File: config.mk
export PLATFORM = sky130hd
export DESIGN_NAME = first_unique_letter_finder
export DESIGN_NICKNAME = d
export VERILOG_FILES = /design/src/hw/rtl/fulf_pkg.sv /design/src/hw/rtl/fulf_front.sv /design/src/hw/rtl/fulf_queue.sv /design/src/hw/rtl/fulf_back.sv /design/src/hw/rtl/first_unique_letter_finder.sv
export SDC_FILE = /design/constraint.sdc
export NUM_CORES = 1
export LEC_CHECK = 0
export BUFFER_PORTS_ARGS = -buffer_cell sky130_fd_sc_hd__buf_2
export CAP_MARGIN = 15
export CORE_MARGIN = 2
export CORE_UTILIZATION = 36
export CTS_CLUSTER_SIZE = 30
export DETAILED_ROUTE_END_ITERATION = 12
export PLACE_DENSITY = 0.47
export SETUP_SLACK_MARGIN = 0.1
export SLEW_MARGIN = 10
export SYNTH_ARGS = -nofsm -noshare
export SYNTH_HDL_FRONTEND = slang
export SYNTH_SLANG_ARGS = --single-unit
File: constraint.sdc
create_clock -name clk -period 7.5 [get_ports clk]
set_input_delay 0.75 -clock clk [delete_from_list [all_inputs] [get_ports clk]]
set_output_delay 0.75 -clock clk [all_outputs]
set_load 0.01 [all_outputs]
File: src/hw/rtl/fulf_pkg.sv
`timescale 1ns / 1ps

package fulf_pkg;

  localparam longint unsigned MAX_LEN = 65536;
  localparam int unsigned POS_W = $clog2(MAX_LEN);
  localparam int unsigned CNT_W = POS_W + 1;
  localparam int unsigned ALPHABET = 26;
  localparam int unsigned IDX_W = $clog2(ALPHABET);
  localparam int unsigned Q_DEPTH = 4;
  localparam int unsigned Q_PTR_W = $clog2(Q_DEPTH);
  localparam int unsigned Q_CNT_W = Q_PTR_W + 1;

  localparam logic [7:0] ASCII_A = 8'h61;
  localparam logic [7:0] ASCII_UNDERSCORE = 8'h5F;

  typedef struct packed {
    logic [4:0] letter;
    logic       last_letter;
  } in_t;

  typedef struct packed {
    logic [7:0] result_char;
    logic       found;
    logic       too_long;
  } out_t;

  // one classified letter as it travels from front to back
  typedef struct packed {
    logic             is_letter;
    logic [IDX_W-1:0] idx;
    logic [POS_W-1:0] pos;
    logic             last;
    logic             too_long;
  } q_entry_t;

  // queue status seen by the back end
  typedef struct packed {
    logic     valid;
    q_entry_t head;
  } q_head_t;

endpackage

File: src/hw/rtl/fulf_front.sv
`timescale 1ns / 1ps

module fulf_front import fulf_pkg::*; (
  input  logic     clk,
  input  logic     rst_n,
  input  logic     accept,
  input  in_t      in_data,
  output q_entry_t entry
);

  logic [CNT_W-1:0] cnt_r, cnt_nxt;
  logic             ovf_r, ovf_nxt;
  logic             is_letter;
  logic             sat;

  assign is_letter = (32'(in_data.letter) < ALPHABET);
  assign sat = (cnt_r >= CNT_W'(MAX_LEN));

  always_comb begin
    entry.is_letter = is_letter;
    entry.idx = IDX_W'(in_data.letter);
    entry.pos = sat ? POS_W'(MAX_LEN - 1) : cnt_r[POS_W-1:0];
    entry.last = in_data.last_letter;
    entry.too_long = ovf_r | (is_letter & sat);
  end

  always_comb begin
    cnt_nxt = cnt_r;
    ovf_nxt = ovf_r;
    if (accept) begin
      if (in_data.last_letter) begin
        cnt_nxt = '0;
        ovf_nxt = 1'b0;
      end else if (is_letter) begin
        if (sat) begin
          ovf_nxt = 1'b1;
        end else begin
          cnt_nxt = cnt_r + CNT_W'(1);
        end
      end
    end
  end

  always_ff @(posedge clk) begin
    if (!rst_n) begin
      cnt_r <= '0;
      ovf_r <= 1'b0;
    end else begin
      cnt_r <= cnt_nxt;
      ovf_r <= ovf_nxt;
    end
  end

endmodule

File: src/hw/rtl/fulf_queue.sv
`timescale 1ns / 1ps

module fulf_queue import fulf_pkg::*; (
  input  logic     clk,
  input  logic     rst_n,
  input  logic     push,
  input  q_entry_t push_entry,
  input  logic     pop,
  output q_head_t  head,
  output logic     full
);

  q_entry_t           mem_r [Q_DEPTH];
  logic [Q_PTR_W-1:0] wr_ptr_r, wr_ptr_nxt;
  logic [Q_PTR_W-1:0] rd_ptr_r, rd_ptr_nxt;
  logic [Q_CNT_W-1:0] cnt_r, cnt_nxt;
  logic               do_push, do_pop;

  assign full = (cnt_r == Q_CNT_W'(Q_DEPTH));
  assign do_push = push & ~full;
  assign do_pop = pop & (cnt_r != '0);
  assign head.valid = (cnt_r != '0);
  assign head.head = mem_r[rd_ptr_r];

  always_comb begin
    wr_ptr_nxt = do_push ? wr_ptr_r + Q_PTR_W'(1) : wr_ptr_r;
    rd_ptr_nxt = do_pop ? rd_ptr_r + Q_PTR_W'(1) : rd_ptr_r;
    cnt_nxt = cnt_r;
    if (do_push && !do_pop) begin
      cnt_nxt = cnt_r + Q_CNT_W'(1);
    end else if (do_pop && !do_push) begin
      cnt_nxt = cnt_r - Q_CNT_W'(1);
    end
  end

  always_ff @(posedge clk) begin
    if (!rst_n) begin
      wr_ptr_r <= '0;
      rd_ptr_r <= '0;
      cnt_r <= '0;
    end else begin
      wr_ptr_r <= wr_ptr_nxt;
      rd_ptr_r <= rd_ptr_nxt;
      cnt_r <= cnt_nxt;
    end
  end

  always_ff @(posedge clk) begin
    if (do_push) begin
      mem_r[wr_ptr_r] <= push_entry;
    end
  end

`ifndef ASSERT_OFF
  a_cnt_bound: assert property (@(posedge clk) disable iff (!rst_n)
    cnt_r <= Q_CNT_W'(Q_DEPTH))
    else $error("queue count beyond depth");
`endif

endmodule

File: src/hw/rtl/fulf_back.sv
`timescale 1ns / 1ps

module fulf_back import fulf_pkg::*; (
  input  logic    clk,
  input  logic    rst_n,
  input  q_head_t head,
  output logic    pop,
  output logic    out_strobe,
  output out_t    out_data
);

  typedef enum logic [1:0] {
    S_RUN  = 2'b01,
    S_SCAN = 2'b10
  } state_t;

  state_t                state_r, state_nxt;
  logic [ALPHABET-1:0]   seen_r, seen_nxt;
  logic [ALPHABET-1:0]   rep_r, rep_nxt;
  logic [POS_W-1:0]      pos_mem_r [ALPHABET];
  logic [IDX_W-1:0]      idx_r, idx_nxt;
  logic                  have_r, have_nxt;
  logic [IDX_W-1:0]      best_r, best_nxt;
  logic [POS_W-1:0]      best_pos_r, best_pos_nxt;
  logic                  tl_r, tl_nxt;
  logic                  strobe_r, strobe_nxt;
  out_t                  out_r, out_nxt;
  logic                  cand, better, scan_end;
  logic                  fin_have;
  logic [IDX_W-1:0]      fin_best;
  logic                  wr_pos;

  assign pop = (state_r == S_RUN) & head.valid;
  assign out_strobe = strobe_r;
  assign out_data = out_r;

  assign cand = seen_r[idx_r] & ~rep_r[idx_r];
  assign better = cand & (~have_r | (pos_mem_r[idx_r] < best_pos_r));
  assign scan_end = (idx_r == IDX_W'(ALPHABET - 1));
  assign fin_have = have_r | better;
  assign fin_best = better ? idx_r : best_r;
  assign wr_pos = pop & head.head.is_letter & ~seen_r[head.head.idx];

  always_comb begin
    state_nxt = state_r;
    seen_nxt = seen_r;
    rep_nxt = rep_r;
    idx_nxt = idx_r;
    have_nxt = have_r;
    best_nxt = best_r;
    best_pos_nxt = best_pos_r;
    tl_nxt = tl_r;
    strobe_nxt = 1'b0;
    out_nxt = out_r;
    unique case (state_r)
      S_RUN: begin
        if (pop) begin
          if (head.head.is_letter) begin
            if (seen_r[head.head.idx]) begin
              rep_nxt[head.head.idx] = 1'b1;
            end else begin
              seen_nxt[head.head.idx] = 1'b1;
            end
          end
          if (head.head.last) begin
            state_nxt = S_SCAN;
            idx_nxt = '0;
            have_nxt = 1'b0;
            tl_nxt = head.head.too_long;
          end
        end
      end
      S_SCAN: begin
        if (better) begin
          have_nxt = 1'b1;
          best_nxt = idx_r;
          best_pos_nxt = pos_mem_r[idx_r];
        end
        idx_nxt = idx_r + IDX_W'(1);
        if (scan_end) begin
          state_nxt = S_RUN;
          strobe_nxt = 1'b1;
          out_nxt.result_char = fin_have ? ASCII_A + 8'(fin_best) : ASCII_UNDERSCORE;
          out_nxt.found = fin_have;
          out_nxt.too_long = tl_r;
          seen_nxt = '0;
          rep_nxt = '0;
        end
      end
      default: begin
        state_nxt = S_RUN;
      end
    endcase
  end

  always_ff @(posedge clk) begin
    if (!rst_n) begin
      state_r <= S_RUN;
      seen_r <= '0;
      rep_r <= '0;
      strobe_r <= 1'b0;
    end else begin
      state_r <= state_nxt;
      seen_r <= seen_nxt;
      rep_r <= rep_nxt;
      strobe_r <= strobe_nxt;
    end
  end

  always_ff @(posedge clk) begin
    idx_r <= idx_nxt;
    have_r <= have_nxt;
    best_r <= best_nxt;
    best_pos_r <= best_pos_nxt;
    tl_r <= tl_nxt;
    out_r <= out_nxt;
    if (wr_pos) begin
      pos_mem_r[head.head.idx] <= head.head.pos;
    end
  end

`ifndef ASSERT_OFF
  a_no_pop_in_scan: assert property (@(posedge clk) disable iff (!rst_n)
    (state_r == S_SCAN) |-> !pop)
    else $error("queue popped during scan");

  a_strobe_single: assert property (@(posedge clk) disable iff (!rst_n)
    strobe_r |=> !strobe_r)
    else $error("result strobe held longer than one cycle");

  a_flags_clear: assert property (@(posedge clk) disable iff (!rst_n)
    strobe_r |-> (seen_r == '0) && (rep_r == '0))
    else $error("letter flags not cleared after string");

  a_none_char: assert property (@(posedge clk) disable iff (!rst_n)
    (strobe_r && !out_r.found) |-> (out_r.result_char == ASCII_UNDERSCORE))
    else $error("no unique letter but result is not underscore");
`endif

endmodule

File: src/hw/rtl/first_unique_letter_finder.sv
`timescale 1ns / 1ps

// Finds the first non-repeating letter of a string fed one letter code (0 = 'a'
// .. 25 = 'z') per beat, the final letter flagged by last_letter. A beat is
// taken when start is high and busy is low; codes 26..31 are ignored but a
// flagged one still ends the string. Letters are taken one per cycle, while
// busy is low, into a four-entry queue; the table update drains that queue at
// one letter per cycle outside the scan. Once the final letter leaves the
// queue, the table logic walks all 26 letters, one per cycle, and then
// raises the one-cycle out_strobe. busy rises only while that queue is full.
// The receiver cannot stall: out_data is valid only in the cycle of
// out_strobe. Positions saturate at MAX_LEN - 1, and too_long flags a string
// longer than MAX_LEN letters.
module first_unique_letter_finder import fulf_pkg::*; (
  input  logic clk,
  input  logic rst_n,
  input  logic start,
  output logic busy,
  input  in_t  in_data,
  output logic out_strobe,
  output out_t out_data
);

  logic     accept;
  logic     pop;
  logic     full;
  q_entry_t entry;
  q_head_t  head;

  assign busy = full;
  assign accept = start & ~busy;

  fulf_front u_front (
    .clk     (clk),
    .rst_n   (rst_n),
    .accept  (accept),
    .in_data (in_data),
    .entry   (entry)
  );

  fulf_queue u_queue (
    .clk        (clk),
    .rst_n      (rst_n),
    .push       (accept),
    .push_entry (entry),
    .pop        (pop),
    .head       (head),
    .full       (full)
  );

  fulf_back u_back (
    .clk        (clk),
    .rst_n      (rst_n),
    .head       (head),
    .pop        (pop),
    .out_strobe (out_strobe),
    .out_data   (out_data)
  );

endmodule

==> impl_results.md, run 1 <==
- Die Height: 270.5 um
- Reg area: 18270 um^2
- Syn Nets: 1493
- DP Area: 27020 um^2
- Layout cell share with drive strength beyond 1: 23.54%
- Main synth FF type: edfxtp_1
- Root buffer cell: clkbuf_16
- Clock sink count: about 640
- Post-DRT Antenna Nets: 0
- Outcome: finished clean
- Minimum clock period: 6225 ps
- Top-count cell post-synth: edfxtp_1
- Die X: 270.5 um
- Vias per std cell: 5.199
- Critical Path RT: 7830 ps
- Global-route wire length before repair: ~91 mm
- Ports: 21
- Clk buf depth: 3
- Pwr Density: ~380 nW/um^2
- Worst Hold Class: in2reg
- Die area: 73160 um^2
- Synth Area per Inst: 17.56 um^2
- Antenna violations before repair: 0
- CTS tree: yes
- Starting Density: 36.44%
- Starting DRC count in detailed routing: 873
- Slew at the pin closest to its max-slew limit: 1102 ps
- Clock transition at path regs: 60 ps
- Crit share post-route: approximately 83%
- Final hold slack: 369.2 ps
- Cells after Synth: 1456
- Buffers on Ports: 20
- Worst setup SP type: flip-flop
- Final Hold Viols: 0
- Congestion Overflow GR: 0
- Yosys reg bits: 637
- Fin area: around 29000 um^2
- Netlist cell types: 65
- CP endpoint kind: flip-flop
- Fmax: between 150 and 200 MHz
- Layout fillers: 6368
- Vias in the first global route: between 10000 and 15000
- Post-DP HPWL: 36.78 mm
- FP Rows: 97
- Core Area: between 70000 and 80000 um^2
- Synth Warn #: 0
- EDFF count, synth: 550
- Multi-input logic area: about 7000 um^2
- Max-slew headroom: 26.24%
- Max Cap Viol: 0
- Clk Latency, worst-skew pair: 600 ps
- Setup CP Type: reg2reg
- Postcts setup bufs: 0
- Synth area leader: edfxtp_1
- CTS Buf Count: 72
- Synth async-reset ratio: 0%
- Synth top area share: 64.60%
- Sequential element share of the synthesized area: 71.41%
- Peak supply drop: 0.1998 mV
- Final TNS setup: 0 ps
- Commonest cells post-synth: edfxtp_1, mux4_2, nor2_1
- Largest net degree at the start of global routing: 41
- Total Nets Final: 1564
- Drt pass-1 iters: 6
- Mapped Area: approximately 26000 um^2
- DRC viols: 0
- Clk_skew: 21.76 ps
- Vias: 13101
- Setup-failing EPs final: 0
- ANT cells: 0
- Area growth, synth to finish: 14.24%
- CP Data Arrival Time: ~6600 ps
- Final GP Congestion: 0.7659
- CTS resizes: 0
- Number of hold buffers added after CTS: 0
- Total global-route track usage: between 10% and 20%
- H-tree depth: 3
- Pleak: 9.378 nW
- Final Max Slew Viols: 0
- Worst-path maximum fanout: 40
- Top post-synthesis cells by area: edfxtp_1, mux4_2, dfxtp_1, mux2i_1, nor2_1
- DRT Wirelength: 60.25 mm
- RSZ-0062 raised after global routing: false
- Routed wire per std cell: 23.91 um
per-stage QoR:
step	worst slack (ps)	total power [mW]	instances	utilization [%]
finish	1275	11.12	2520	41.63
CTS	1159	11.29	2519	41.60
floorplan	1607	6.872	1456	-
detailed placement	1179	7.971	2392	38.51
global placement	1125	7.962	2391	38.49
global route	725.4	11.70	2520	41.63
state kept, by name (all words and copies together) (netlist names), 2 cells and up, named ones only:
name	flops
u_back.idx_r	5
u_back.out_data	10
u_queue.cnt_r	3
u_queue.mem_r	96
u_back.best_r	5
u_back.state_r	2
u_back.seen_r	26
u_queue.wr_ptr_r	2
u_back.rep_r	26
u_queue.rd_ptr_r	2
u_back.pos_mem_r	416
u_front.cnt_r	17
u_back.best_pos_r	16
logic make-up (layout without fill, tap and decap cells):
logic type      Yosys count  in the layout  share of synthesized area (%)
flops                   637            637                          71.41
compound gates          161            161                          4.238
mux                     195            195                          14.35
fa+ha+maj                28             28                          1.400
xor+xnor                 19             19                         0.6509
simple gates            303            303                          6.044
buf+inv                 113            237                          1.899
worst paths after layout:
check / startpoint / to / slack [ps] / depth (start not counted)
hold / removal: in_data[1] / u_queue.mem_r[2][18]$_DFFE_PP_ / 370 / 1
setup reg to reg: flip-flop / u_back.out_data[6]$_SDFFCE_PN1P_ / 1270 / 18
setup / recovery: flip-flop / u_back.out_data[6]$_SDFFCE_PN1P_ / 1270 / 18
hold reg to reg: u_back.tl_r$_DFFE_PP_ / u_back.out_data[0]$_DFFE_PP_ / 440 / 0
where the power goes:
group	total, mW	switching (mW)	leakage [nW]	internal, mW
sequential	4.80	0.288	5.68	4.51
combinational	3.05	1.86	2.65	1.19
clock	3.27	1.36	1.05	1.92
total	11.1	3.50	9.38	7.62
final cells by class:
class	count	share of cell area (%)
clock inverters	26	0.7197
flip-flops and latches	637	62.55
inverters	39	0.5012
clock buffers	101	6.687
well taps	940	4.027
multi-input cells	706	23.68
repair buffers	71	1.834
critical path: stages (launching register included):
cell and delay [ps]:
dfxtp_4 950, buf_4 370, mux4_2 520, mux4_2 480, mux2_2 290, ha_1 290
and3_1 150, nand3_1 90, or4_1 600, a2111oi_0 410, nor3_1 130, buf_4 180
nand2_1 280, mux2_2 400, ha_1 250, and3_1 190, nand3_1 90, and4_1 180
o21ai_0 60
layer usage:
layer	track usage (%)	share of wire, %
met3	2.689	3.9
met1	22.37	45
met5	0	0
met2	28.30	50
met4	4.827	1.9
placed cells by master (no fill, tap or decap), drive strengths merged, types with 10 or more instances in the layout:
| cell type | Yosys | final |
|---|---|---|
| a211oi | 18 | 18 |
| a21oi | 43 | 43 |
| a31oi | 20 | 20 |
| and2 | 13 | 13 |
| buf | 32 | 71 |
| clkbuf | 42 | 101 |
| clkinv | 1 | 21 |
| dfxtp | 87 | 87 |
| edfxtp | 550 | 550 |
| ha | 27 | 27 |
| inv | 38 | 40 |
| mux2 | 23 | 23 |
| mux2i | 37 | 37 |
| mux4 | 135 | 135 |
| nand2 | 47 | 47 |
| nand3 | 14 | 14 |
| nand4 | 10 | 10 |
| nor2 | 96 | 96 |
| nor2b | 26 | 26 |
| nor3 | 33 | 33 |
| o21a | 28 | 28 |
| o21ai | 21 | 21 |
| or2 | 17 | 17 |
| xor2 | 13 | 13 |
Power figures use the tool's default switching activity.
==> run 2: changes to the inputs <==
ABC_AREA = 1   (was unset)
PLACE_DENSITY = 0.49   (was 0.47)
clock period = 5.5 ns   (was 7.5 ns; I/O delays follow)
==> impl_results.md, run 2 <==
- DP Cell Count: 3110
- Synth top area share: a little under two thirds
- Setup CP Type: reg2reg
- Postcts setup bufs: 0
- Max Cap Viol: 0
- Top Registers: u_back.pos_mem_r x416, u_queue.mem_r x96
- Clk Latency, worst-skew pair: 610 ps
- Layout cell share with drive strength beyond 1: 12.55%
- Sequential element share of the synthesized area: 70.34%
- Internal power: 10.35 mW
- Drt pass-1 iters: 5
- Vias: 17168
- Pleak: 9.919 nW
- Outcome: finished clean
- Congestion Overflow GR: 0
- Pwr Density: roughly 550 nW/um^2
- Top post-synthesis cells by area: edfxtp_1, dfxtp_1, o21ai_0, nor2_1, nand2_1
- Net load switching power: 5.998 mW
- Vias in the first global route: 17294
- Final Hold Viols: 0
- Vias per std cell: between 5 and 6
- Synth area leader: edfxtp_1
- Critical Path RT: 5850 ps
- Gate power share: 32.6%
- Ports: 21
- Total Nets Final: between 2000 and 2500
- Crit share post-route: 83.21%
- Netlist cell types: between 40 and 50
- Buffers on Ports: 20
- Flop pwr share: 39.7%
- Cell chain of the critical path: buf_12 > buf_12 > o21ai_0 > o22ai_1 > o21ai_0 > o21ai_0 > nor2_1 > a31oi_1 > ha_1 > nand2_1 > inv_1 > nand2_1 > a31oi_1 > a2111oi_0 > nand2_1 > nand2_2 > nand2_2 > nand2_1 > nand2_1 > ha_1 > or2_2
- Starting Density: 36.31%
- Layout fillers: between 6000 and 7000
- Max-slew headroom: 31.44%
- Worst Hold Class: in2reg
- Setup-failing EPs final: 0
- Core Area: 71490 um^2
- Worst-path maximum fanout: between 80 and 90
- FP Rows: 98
- CTS Buf Count: 71
- Die X: 272.5 um
- Synth async-reset ratio: 0%
- Slowest CP cell: dfxtp_4
- Commonest non-fill, non-tap cell in the layout: edfxtp_1
- DRC viols: 0
- Synth Warn #: 0
- Crit path top cell by count: nand2_1
- Fmax: 218.5 MHz
- Slowest stage delay, CP: 380 ps
- EDFF count, synth: 550
- Root buffer cell: clkbuf_16
- Largest Register: u_back.pos_mem_r
- Commonest non-fill, non-tap cells in the layout: edfxtp_1, nor2_1, o21ai_0
- Clk_skew: 20.53 ps
- Post-DRT Antenna Nets: 0
- Worst setup SP type: flip-flop
- CTS resizes: 0
- Die Height: 272.5 um
- Max reg flops: 416
- WP buf/inv: 3
- Clk buf depth: 3
- Clock sink count: 637
- Synth Area per Inst: 11.88 um^2
- Yosys reg bits: 637
- Main synth FF type: edfxtp_1
- Final TNS setup: 0 ps
- Largest net degree at the start of global routing: 83
- Syn Nets: 2221
- Global-route wire length before repair: around 110 mm
- Delay-heaviest family, CP: simple AND/OR/NAND/NOR gates
- ANT cells: 0
- Routed wire per std cell: 21.85 um
- H-tree depth: 3
- Total global-route track usage: 19.24%
- Minimum clock period: 4577 ps
- Slew at the pin closest to its max-slew limit: 1028 ps
- Peak supply drop: about 0.25 mV
- Final GP Congestion: 0.8174
- Area growth, synth to finish: 14.93%
- Cells after Synth: 2184
- Final Max Slew Viols: 0
- Number of hold buffers added after CTS: 0
- Post-DP HPWL: roughly 42 mm
- Mapped Area: 25950 um^2
- Tot Pwr: 16.34 mW
- CTS tree: yes
- CP Data Arrival Time: between 4000 and 5000 ps
- Die area: 74260 um^2
- Non-Filler Instances: 3237
- Clock network power share: 27.7%
- Starting DRC count in detailed routing: 1480
- Switching Share: 36.70%
- Top-count cell post-synth: edfxtp_1
- Antenna violations before repair: 1
- CP endpoint kind: flip-flop
- RSZ-0062 raised after global routing: false
- Commonest cells post-synth: edfxtp_1, nor2_1, o21ai_0
- Clock transition at path regs: 60 ps
- DRT Wirelength: 70.73 mm
-- run 2: cell count changes after synthesis, sizes merged, moves of 23 or more --
cell / change
inv: +130
nor2b: -26
nand2: +122
o21a: -28
nand3: +57
mux2: -23
clkbuf: +52
a21oi: +39
o21ai: +266
mux4: -135
mux2i: -37
o221ai: +65
o22ai: +54
nor2: +277
-- run 2: power groups by stage --
stage	clock network (mW)	registers, mW	logic, mW
global placement	0	6.58	5.30
detailed placement	0	6.59	5.37
finish	4.52	6.49	5.34
global route	4.81	6.52	5.93
CTS	4.63	6.49	5.38
floorplan	0	6.50	3.21
-- run 2: final cells by class --
class / count / area [um^2] / share of cell area, %
Timing Repair Buffer: 98 / 838.3 / 2.810
Clock buffer: 101 / 1969 / 6.602
Inverter: 168 / 635.6 / 2.131
Multi-Input combinational cell: 1258 / 6729 / 22.56
Clock inverter: 25 / 203.9 / 0.6837
Tap cell: 950 / 1189 / 3.985
Sequential cell: 637 / 18270 / 61.23
-- run 2: through the flow --
stage / hold slack (ps) / utilization, % / area (um^2) / setup slack (ps)
3_5_place_dp: 450.2 / 38.66 / 27640 / 888.1
2_1_floorplan: 400.3 / - / 25950 / 1344
3_3_place_gp: 442.2 / 38.64 / 27620 / 877.7
4_1_cts: 159.1 / 41.70 / 29810 / 871.8
5_1_grt: 173.2 / 41.73 / 29830 / 447.6
6_report: 192.3 / 41.73 / 29830 / 923.4
-- run 2: cells by family after synthesis --
group,share of synthesized area (%)
AND/OR/NAND/NOR,10.47
flip-flops,70.34
AO/OA/AOI/OAI,13.22
buffers and inverters,4.522
adder cells (fa/ha/maj),1.379
XOR/XNOR,0.06750
-- run 2: metal layers --
| layer | track usage [%] | vias up | part of all wire (%) | routed length (um) |
|---|---|---|---|---|
| met5 | 0 | - | 0 | 0 |
| met4 | 5.509 | 0 | 2.5 | 1797 |
| met3 | 3.734 | 111 | 5.9 | 4169 |
| met2 | 31.65 | 490 | 47 | 33600 |
| met1 | 25.94 | 8575 | 44 | 31170 |
| li1 | - | 7992 | - | - |
-- run 2: path summary, 6_finish.rpt --
| kind | startpoint | to | slack (ps) | cells after the start |
|---|---|---|---|---|
| hold / removal | in_data[5] | u_queue.mem_r[3][22]$_DFFE_PP_ | 190 | 1 |
| setup / recovery | flip-flop | u_back.out_data[3]$_SDFFCE_PN1P_ | 920 | 21 |
| hold reg to reg | u_front.ovf_r$_SDFFE_PN0P_ | u_front.ovf_r$_SDFFE_PN0P_ | 450 | 2 |
| setup reg to reg | flip-flop | u_back.out_data[3]$_SDFFCE_PN1P_ | 920 | 21 |
